==> src/jmsc_pkg.sv <==
// Shared types and constants for the JPEG marker stream checker.
// No dependencies.
package jmsc_pkg;

  typedef enum logic [2:0] {
    PH_IDLE,
    PH_WANT_D8,
    PH_SEEK,
    PH_FILL,
    PH_LEN_HI,
    PH_LEN_LO,
    PH_PAYLOAD
  } phase_t;

  localparam logic [7:0] BYTE_FF  = 8'hff;
  localparam logic [7:0] BYTE_00  = 8'h00;
  localparam logic [7:0] BYTE_TEM = 8'h01;
  localparam logic [7:0] BYTE_SOI = 8'hd8;
  localparam logic [7:0] BYTE_EOI = 8'hd9;
  localparam logic [7:0] BYTE_SOS = 8'hda;
  localparam logic [7:0] BYTE_RST0 = 8'hd0;
  localparam logic [7:0] BYTE_RST7 = 8'hd7;

  typedef struct packed {
    logic [7:0] data_byte;
    logic       first_byte;
    logic       last_byte;
  } item_t;

  typedef struct packed {
    logic valid;
    logic complete;
  } res_t;

endpackage

==> src/jmsc_parser.sv <==
// Marker stream state machine and segment length counter.
// Depends on jmsc_pkg.
module jmsc_parser (
  input  logic            clk,
  input  logic            rst_n,
  input  logic            item_valid,
  input  jmsc_pkg::item_t item,
  input  logic            step,
  output jmsc_pkg::res_t  res
);

  jmsc_pkg::phase_t phase_r, phase_nxt;
  logic        in_scan_r, in_scan_nxt;
  logic        scan_seen_r, scan_seen_nxt;
  logic [7:0]  len_hi_r, len_hi_nxt;
  logic [15:0] left_r, left_nxt;
  logic        is_sos_r, is_sos_nxt;

  logic [7:0]  b;
  logic        is_rst;
  logic        active;
  logic        verdict;
  logic        value;
  logic [15:0] size;
  logic [15:0] size_m2;

  assign b       = item.data_byte;
  assign is_rst  = (b >= jmsc_pkg::BYTE_RST0) && (b <= jmsc_pkg::BYTE_RST7);
  assign size    = {len_hi_r, b};
  assign size_m2 = size - 16'd2;

  // Verdict for the item in the input register
  always_comb begin
    active  = 1'b1;
    verdict = 1'b0;
    value   = 1'b0;
    if (item.first_byte) begin
      verdict = (b != jmsc_pkg::BYTE_FF);
    end else begin
      case (phase_r)
        jmsc_pkg::PH_WANT_D8: verdict = (b != jmsc_pkg::BYTE_SOI);
        jmsc_pkg::PH_SEEK:    verdict = (b != jmsc_pkg::BYTE_FF) && !in_scan_r;
        jmsc_pkg::PH_FILL: begin
          if (b == jmsc_pkg::BYTE_FF) begin
            verdict = 1'b0;
          end else if (in_scan_r && ((b == jmsc_pkg::BYTE_00) || is_rst)) begin
            verdict = 1'b0;
          end else if (b == jmsc_pkg::BYTE_EOI) begin
            verdict = 1'b1;
            value   = scan_seen_r;
          end else if ((b == jmsc_pkg::BYTE_SOI) || (b == jmsc_pkg::BYTE_00) || is_rst) begin
            verdict = 1'b1;
          end
        end
        jmsc_pkg::PH_LEN_HI:  verdict = 1'b0;
        jmsc_pkg::PH_LEN_LO:  verdict = (len_hi_r == 8'd0) && (b < 8'd2);
        jmsc_pkg::PH_PAYLOAD: verdict = 1'b0;
        default:              active  = 1'b0;
      endcase
    end
    res.valid    = item_valid && active && (verdict || item.last_byte);
    res.complete = value;
  end

  always_comb begin
    phase_nxt     = phase_r;
    in_scan_nxt   = in_scan_r;
    scan_seen_nxt = scan_seen_r;
    len_hi_nxt    = len_hi_r;
    left_nxt      = left_r;
    is_sos_nxt    = is_sos_r;
    if (step) begin
      if (item.first_byte) begin
        in_scan_nxt   = 1'b0;
        scan_seen_nxt = 1'b0;
        len_hi_nxt    = 8'd0;
        left_nxt      = 16'd0;
        is_sos_nxt    = 1'b0;
        phase_nxt     = (b == jmsc_pkg::BYTE_FF) ? jmsc_pkg::PH_WANT_D8 : jmsc_pkg::PH_IDLE;
      end else begin
        case (phase_r)
          jmsc_pkg::PH_WANT_D8: begin
            if (b == jmsc_pkg::BYTE_SOI) begin
              phase_nxt = jmsc_pkg::PH_SEEK;
            end
          end
          jmsc_pkg::PH_SEEK: begin
            if (b == jmsc_pkg::BYTE_FF) begin
              phase_nxt = jmsc_pkg::PH_FILL;
            end
          end
          jmsc_pkg::PH_FILL: begin
            if (b == jmsc_pkg::BYTE_FF) begin
              phase_nxt = jmsc_pkg::PH_FILL;
            end else if (in_scan_r && ((b == jmsc_pkg::BYTE_00) || is_rst)) begin
              phase_nxt = jmsc_pkg::PH_SEEK;
            end else if ((b == jmsc_pkg::BYTE_EOI) || (b == jmsc_pkg::BYTE_SOI) ||
                         (b == jmsc_pkg::BYTE_00) || is_rst) begin
              phase_nxt = jmsc_pkg::PH_FILL;
            end else if (b == jmsc_pkg::BYTE_TEM) begin
              phase_nxt = jmsc_pkg::PH_SEEK;
            end else begin
              in_scan_nxt = 1'b0;
              is_sos_nxt  = (b == jmsc_pkg::BYTE_SOS);
              phase_nxt   = jmsc_pkg::PH_LEN_HI;
            end
          end
          jmsc_pkg::PH_LEN_HI: begin
            len_hi_nxt = b;
            phase_nxt  = jmsc_pkg::PH_LEN_LO;
          end
          jmsc_pkg::PH_LEN_LO: begin
            if (!verdict) begin
              left_nxt = size_m2;
              if (size_m2 == 16'd0) begin
                if (is_sos_r) begin
                  in_scan_nxt   = 1'b1;
                  scan_seen_nxt = 1'b1;
                end
                phase_nxt = jmsc_pkg::PH_SEEK;
              end else begin
                phase_nxt = jmsc_pkg::PH_PAYLOAD;
              end
            end
          end
          jmsc_pkg::PH_PAYLOAD: begin
            left_nxt = left_r - 16'd1;
            if (left_r == 16'd1) begin
              if (is_sos_r) begin
                in_scan_nxt   = 1'b1;
                scan_seen_nxt = 1'b1;
              end
              phase_nxt = jmsc_pkg::PH_SEEK;
            end
          end
          default: phase_nxt = phase_r;
        endcase
      end
      if (res.valid) begin
        phase_nxt = jmsc_pkg::PH_IDLE;
      end
    end
  end

  always_ff @(posedge clk) begin
    if (!rst_n) begin
      phase_r     <= jmsc_pkg::PH_IDLE;
      in_scan_r   <= 1'b0;
      scan_seen_r <= 1'b0;
      len_hi_r    <= 8'd0;
      left_r      <= 16'd0;
      is_sos_r    <= 1'b0;
    end else begin
      phase_r     <= phase_nxt;
      in_scan_r   <= in_scan_nxt;
      scan_seen_r <= scan_seen_nxt;
      len_hi_r    <= len_hi_nxt;
      left_r      <= left_nxt;
      is_sos_r    <= is_sos_nxt;
    end
  end

endmodule

==> config.mk <==
export PLATFORM = sky130hd
export DESIGN_NAME = jmsc_parser
export DESIGN_NICKNAME = d
export VERILOG_FILES = /design/src/jmsc_pkg.sv /design/src/jmsc_parser.sv
export SDC_FILE = /design/constraint.sdc
export NUM_CORES = 1
export LEC_CHECK = 0
export BUFFER_PORTS_ARGS = -buffer_cell sky130_fd_sc_hd__buf_2
export CAP_MARGIN = 0
export CORE_ASPECT_RATIO = 2
export CORE_MARGIN = 2
export CORE_UTILIZATION = 61
export DETAILED_ROUTE_END_ITERATION = 7
export GPL_ROUTABILITY_DRIVEN = 0
export PLACE_DENSITY = 0.8
export SYNTH_ARGS = -nofsm -noshare
export SYNTH_HDL_FRONTEND = slang
export SYNTH_SLANG_ARGS = --single-unit
==> constraint.sdc <==
create_clock -name clk -period 2.85 [get_ports clk]
set_input_delay 0.285 -clock clk [delete_from_list [all_inputs] [get_ports clk]]
set_output_delay 0.285 -clock clk [all_outputs]
set_load 0.01 [all_outputs]
; ---- After elaboration in Yosys (flattened, before gate mapping)
; Cells that the tools add are included.
[totals]
regBits = 30
inputBits = 14
out_inout_bits = 2
[classes]
addsub = 2
n_lt_le_gt_ge = 3
n_eq_ne = 29
mux = 53
n_reduce_logical = 29
[op_table]
columns = cell, count
row1 = $mux 1, 33
row2 = $mux 3, 11
row3 = $eq 8x8->1 const B, 4
row4 = $mux 16, 2
row5 = $pmux 16 s2, 1
row6 = $ne 3x3->1 const B, 7
row7 = $pmux 3 s6, 1
row8 = $eq 16x1->1 const B, 1
row9 = $logic_not 16->1, 1
row10 = $logic_not 8->1, 2
row11 = $mux 8, 2
row12 = $ne 4x4->1 const B, 4
row13 = $ne 8x8->1 const B, 2
row14 = $sub 16x1->16 const B, 1
row15 = $sub 16x2->16 const B, 1
row16 = $reduce_and 6->1, 2
row17 = $eq 3x3->1 const B, 3
row18 = $reduce_and 9->1, 1
row19 = $eq 8x1->1 const B, 1
row20 = $ge 8x8->1 const B, 1
row21 = $le 8x8->1 const B, 1
row22 = $lt 8x2->1 const B, 1
row23 = $ne 2x2->1 const B, 4
row24 = $reduce_bool 8->1, 1
row25 = 15 further kinds, 28

; ---- Longest topological paths before layout
[logic_depth]
depth_word = 13
depth_mapped = 11
ltp_nobuf = 9

; ---- Least setup slack after synthesis
; OpenSTA, ideal clock, no wires.
[synth_path]
path_kind = input to register
startpoint = input item[3] (netlist name)
endpoint = register scan_seen_r
setup_ns = 0.084
t_arrival_ns = 2.481
required_time_ns = 2.766
setup_slack_ns = 0.285
cell_stages = 11
n_path_buf = 2
cell_sequence = clkbuf_1 inv_1 ha_1 clkbuf_2 or4b_4 nor4_1 xor2_1 a2111oi_2 o21a_1 nor2_1 o31ai_2
[synth_via]
elab_chain_cells = 11
elab_cells_between_ends = 27
classes_between = add/sub (1) / order compare (3) / eq/ne (7) / mux (6) / reduce/logical (10)
[synth_lines]
columns = item, line
row1 = "start, declared", jmsc_parser.sv:7  ; input jmsc_pkg::item_t item,
row2 = $ge 8x8->1 (tied with other cells), jmsc_parser.sv:28  ; assign is_rst = (b >= jmsc_pkg::BYTE_RST0) && (b <= jmsc_pkg::BYTE_RST7);
row3 = $logic_and 1x1->1 / $logic_or 1x1->1 (equally long branches), "jmsc_parser.sv:28, jmsc_parser.sv:51"
row4 = $logic_or 1x1->1, jmsc_parser.sv:51  ; end else if ((b == jmsc_pkg::BYTE_SOI) || (b == jmsc_pkg::BYTE_00) || is_rst) begin
row5 = $mux 1, jmsc_parser.sv:51
row6 = $mux 1, jmsc_parser.sv:48  ; end else if (b == jmsc_pkg::BYTE_EOI) begin
row7 = $mux 1, jmsc_parser.sv:46  ; end else if (in_scan_r && ((b == jmsc_pkg::BYTE_00) || is_rst)) begin
row8 = $mux 1, jmsc_parser.sv:44  ; if (b == jmsc_pkg::BYTE_FF) begin
row9 = $pmux 1 s4, jmsc_parser.sv:40  ; case (phase_r)
row10 = $mux 1, jmsc_parser.sv:37  ; if (item.first_byte) begin
row11 = $ne 3x3->1 (no source line), --
row12 = $reduce_and 5->1 (no source line) (*), --
row13 = "end signal, assigned", jmsc_parser.sv:156  ; scan_seen_r <= scan_seen_nxt;
row14 = "end, declared", jmsc_parser.sv:14  ; logic scan_seen_r, scan_seen_nxt;
; Every way passes the cells marked *; elsewhere a longest branch is shown, timed or not.
; A chain may end at the register's enable or synchronous reset.

==> impl_metrics.ini <==
[floorplanning]
dieHeight_microns = 95.5
floorplan.initialDensity = 0.631
std_cell_rows = 33
num_io_pins = 16
die_w_microns = 49.8
die_area_sq_um = 4750
core_sq_um = 4050

[logic_synthesis]
postSynthCellCount = 340
synth-compound-area-share = 0.278
synth_area_leaders = dfxtp_1 (24%), nor2_1 (6.9%), a21oi_1 (4.9%)
synth.most_common_cell = nor2_1
synth-seq-cells = 30
synthXorXnorAreaFrac = 0.0583
netlist.area_leader.share = 0.235
yosys_warnings = 0
synth_commonest_cells = nor2_1 (47), dfxtp_1 (30), a21oi_1 (25)
yosysUniqueCellTypes = 69
synth_edf_count = 0
synth_top_family_by_area = simple AND/OR/NAND/NOR gates
yosysTopAreaCell = dfxtp_1
ys.flop_type = dfxtp_1
avgSynthCellArea_sq_um = 7.51
ys_seq_area_frac = 0.235
muxShareOfSynthArea = 0.0314
syn_nets = 358
async_reset_ff_frac = 0
synth_simple_gate_area_frac = 0.304
synth-adder-area-share = 0.0196
netlist_area_sq_um = 2550

[placement]
dp_hpwl_mm = 5.50
dpl_cell_area_sq_um = 2650
io_buffers = 15

[worst_setup_path]
worstPathCellList = or4b_2 > a31oi_1 > a211oi_2 > a21oi_1 > a21o_1 > buf_2
crit_path_end_kind = output port
cp_num_buf_inv = 1
critPathKind = register to output port
start_kind = register
path_max_fanout = 16
cp.required_ps = 2570
crit_family = compound AO/OA/AOI/OAI gates
cpPeakStageDelay_ps = 620
worstPathArrival_ps = 2330
crit_slowest_cell = or4b_2

[final_layout]
drive_above_1_share = 0.147
final_core_utilization = 0.678
area_growth_syn_to_layout_pct = 7.45
nets = 365
fillers = 398
antenna_cells = 0
design_area_sq_um = 2740

[clock_network]
clockRootBuffer = clkbuf_8
numCtsBuffers = 5
h-tree-depth = 2
clock-sinks = 30
clk_pin_slew_ps = 70
cts-resized-gates = 0
postCtsHoldBufs = 0
cts_setup_buffers = 0
clk_latency_ps = 290
tritoncts = yes
cts_buffer_depth = 2

[pwr]
p_per_area_nw_per_um2 = 364
p_leak_uw = 0.00102
vdd_ir_drop_max_mv = 0.362

[routing]
drt_iter0_drc = 95
wl_per_cell_microns = 18.1
drtAntennaViolNets = 0
drt-pass1-iter-count = 7
via_per_inst = 6.69
routed_wl_mm = 7.26
via_count = 2675
drc_errors = 0

[timing]
fin_tns_setup_ps = 0
period_needed_ps = 2620
hold_viol = 0
whs_ps = 360
grt_setup_unrepaired = no
relSlewSlack = 0.693
setup_viol_count_final = 0
finalCritPeriodShare = 0.918
max_freq_ghz = 0.382
skew_ps = 6.74
tightestPinTransition_ps = 460
final-max-slew-violation-count = 0

[global_route]
antenna_found_initial = 0
grt_pass1_wl_mm = 12.1
grt_pass1_vias = 2585
groute.usage.overall = 0.330
grt_max_degree = 30
overflow = 0

[run]
drv_cap = 0

[hold_path]
hold_path.class = primary input to register

[status]
status = complete, no violations
## flip-flops by register name, indices dropped and copies added (netlist names)
signal	count
is_sos_r	1
scan_seen_r	1
len_hi_r	8
left_r	16
in_scan_r	1
phase_r	3
## path summary, 6_finish.rpt
kind	startpoint	end	slack, ps	depth (start not counted)
setup / recovery	phase_r[1]$_SDFFE_PN0P_	res[1]	230	6
setup reg to reg	len_hi_r[1]$_SDFFE_PN0P_	scan_seen_r$_SDFFE_PN0P_	400	7
hold reg to reg	left_r[7]$_SDFFE_PN0P_	left_r[7]$_SDFFE_PN0P_	490	2
hold / removal	item[0]	phase_r[1]$_SDFFE_PN0P_	360	4
## layer usage
layer,track usage,part of all wire,routed length (microns),vias up
li1,-,-,-,1271
met1,0.336,0.36,2630,1265
met2,0.610,0.53,3880,106
met3,0.0517,0.045,327,33
met4,0.206,0.058,421,0
met5,0,0,0,-
## final cells by class
class	instances	area, sq um	area share
multi-input cells	271	1760	0.643
well taps	52	65.1	0.0237
clock buffers	7	86.3	0.0315
flip-flops and latches	30	601	0.219
clock inverters	1	5.00	0.00182
inverters	12	45.0	0.0164
repair buffers	27	178	0.0648
## logic make-up after synthesis
logic type	Yosys count
xor+xnor	17
simple gates	147
buf+inv	39
mux	8
flops	30
fa+ha+maj	4
compound gates	95
## power by group
part / leakage (uW) / internal [uW] / total [uW] / switching [uW]
Combinational: 0.000732 / 70.3 / 196 / 126
Sequential: 0.000242 / 425 / 433 / 8.12
Clock: 0.0000482 / 195 / 370 / 175
## layout by cell type (no fill, tap or decap), types with 3 or more instances in the layout
| master | synthesis | layout |
|---|---|---|
| nor2_1 | 47 | 47 |
| dfxtp_1 | 30 | 30 |
| a21oi_1 | 25 | 25 |
| nand2_1 | 20 | 20 |
| nor3_1 | 19 | 19 |
| o21ai_0 | 17 | 17 |
| buf_2 | 6 | 15 |
| xor2_1 | 13 | 13 |
| inv_1 | 11 | 11 |
| nand3_1 | 11 | 11 |
| buf_4 | 3 | 11 |
| nor4_1 | 8 | 8 |
| mux2i_1 | 8 | 8 |
| a2111oi_0 | 6 | 6 |
| clkbuf_8 | 0 | 6 |
| nor2b_1 | 5 | 5 |
| or3_1 | 5 | 5 |
| nand3b_1 | 4 | 4 |
| a31oi_1 | 4 | 4 |
| o31ai_1 | 4 | 4 |
| xnor2_1 | 4 | 4 |
| ha_1 | 4 | 4 |
| o2111ai_1 | 3 | 3 |
| o211ai_1 | 3 | 3 |
| or2_2 | 3 | 3 |
| nand4_1 | 3 | 3 |
| or4_1 | 3 | 3 |
| a22oi_1 | 3 | 3 |
## metrics by stage
stage,setup slack [ps],cells,total power [uW]
after detailed placement,241,392,633
after global routing,119,400,1040
after global placement,355,392,631
final,233,400,999
after CTS,248,400,999
after floorplan,285,340,582
## worst reg2reg max path: cells and delay by family, from the launching register on
family / cells / cell delay [ps]
AOI/OAI and AO/OA: 3 / 930
and+or+nand+nor: 3 / 910
DFF: 1 / 390
xor gates and xnor gates: 1 / 160
(Power assumes the default switching activity.)
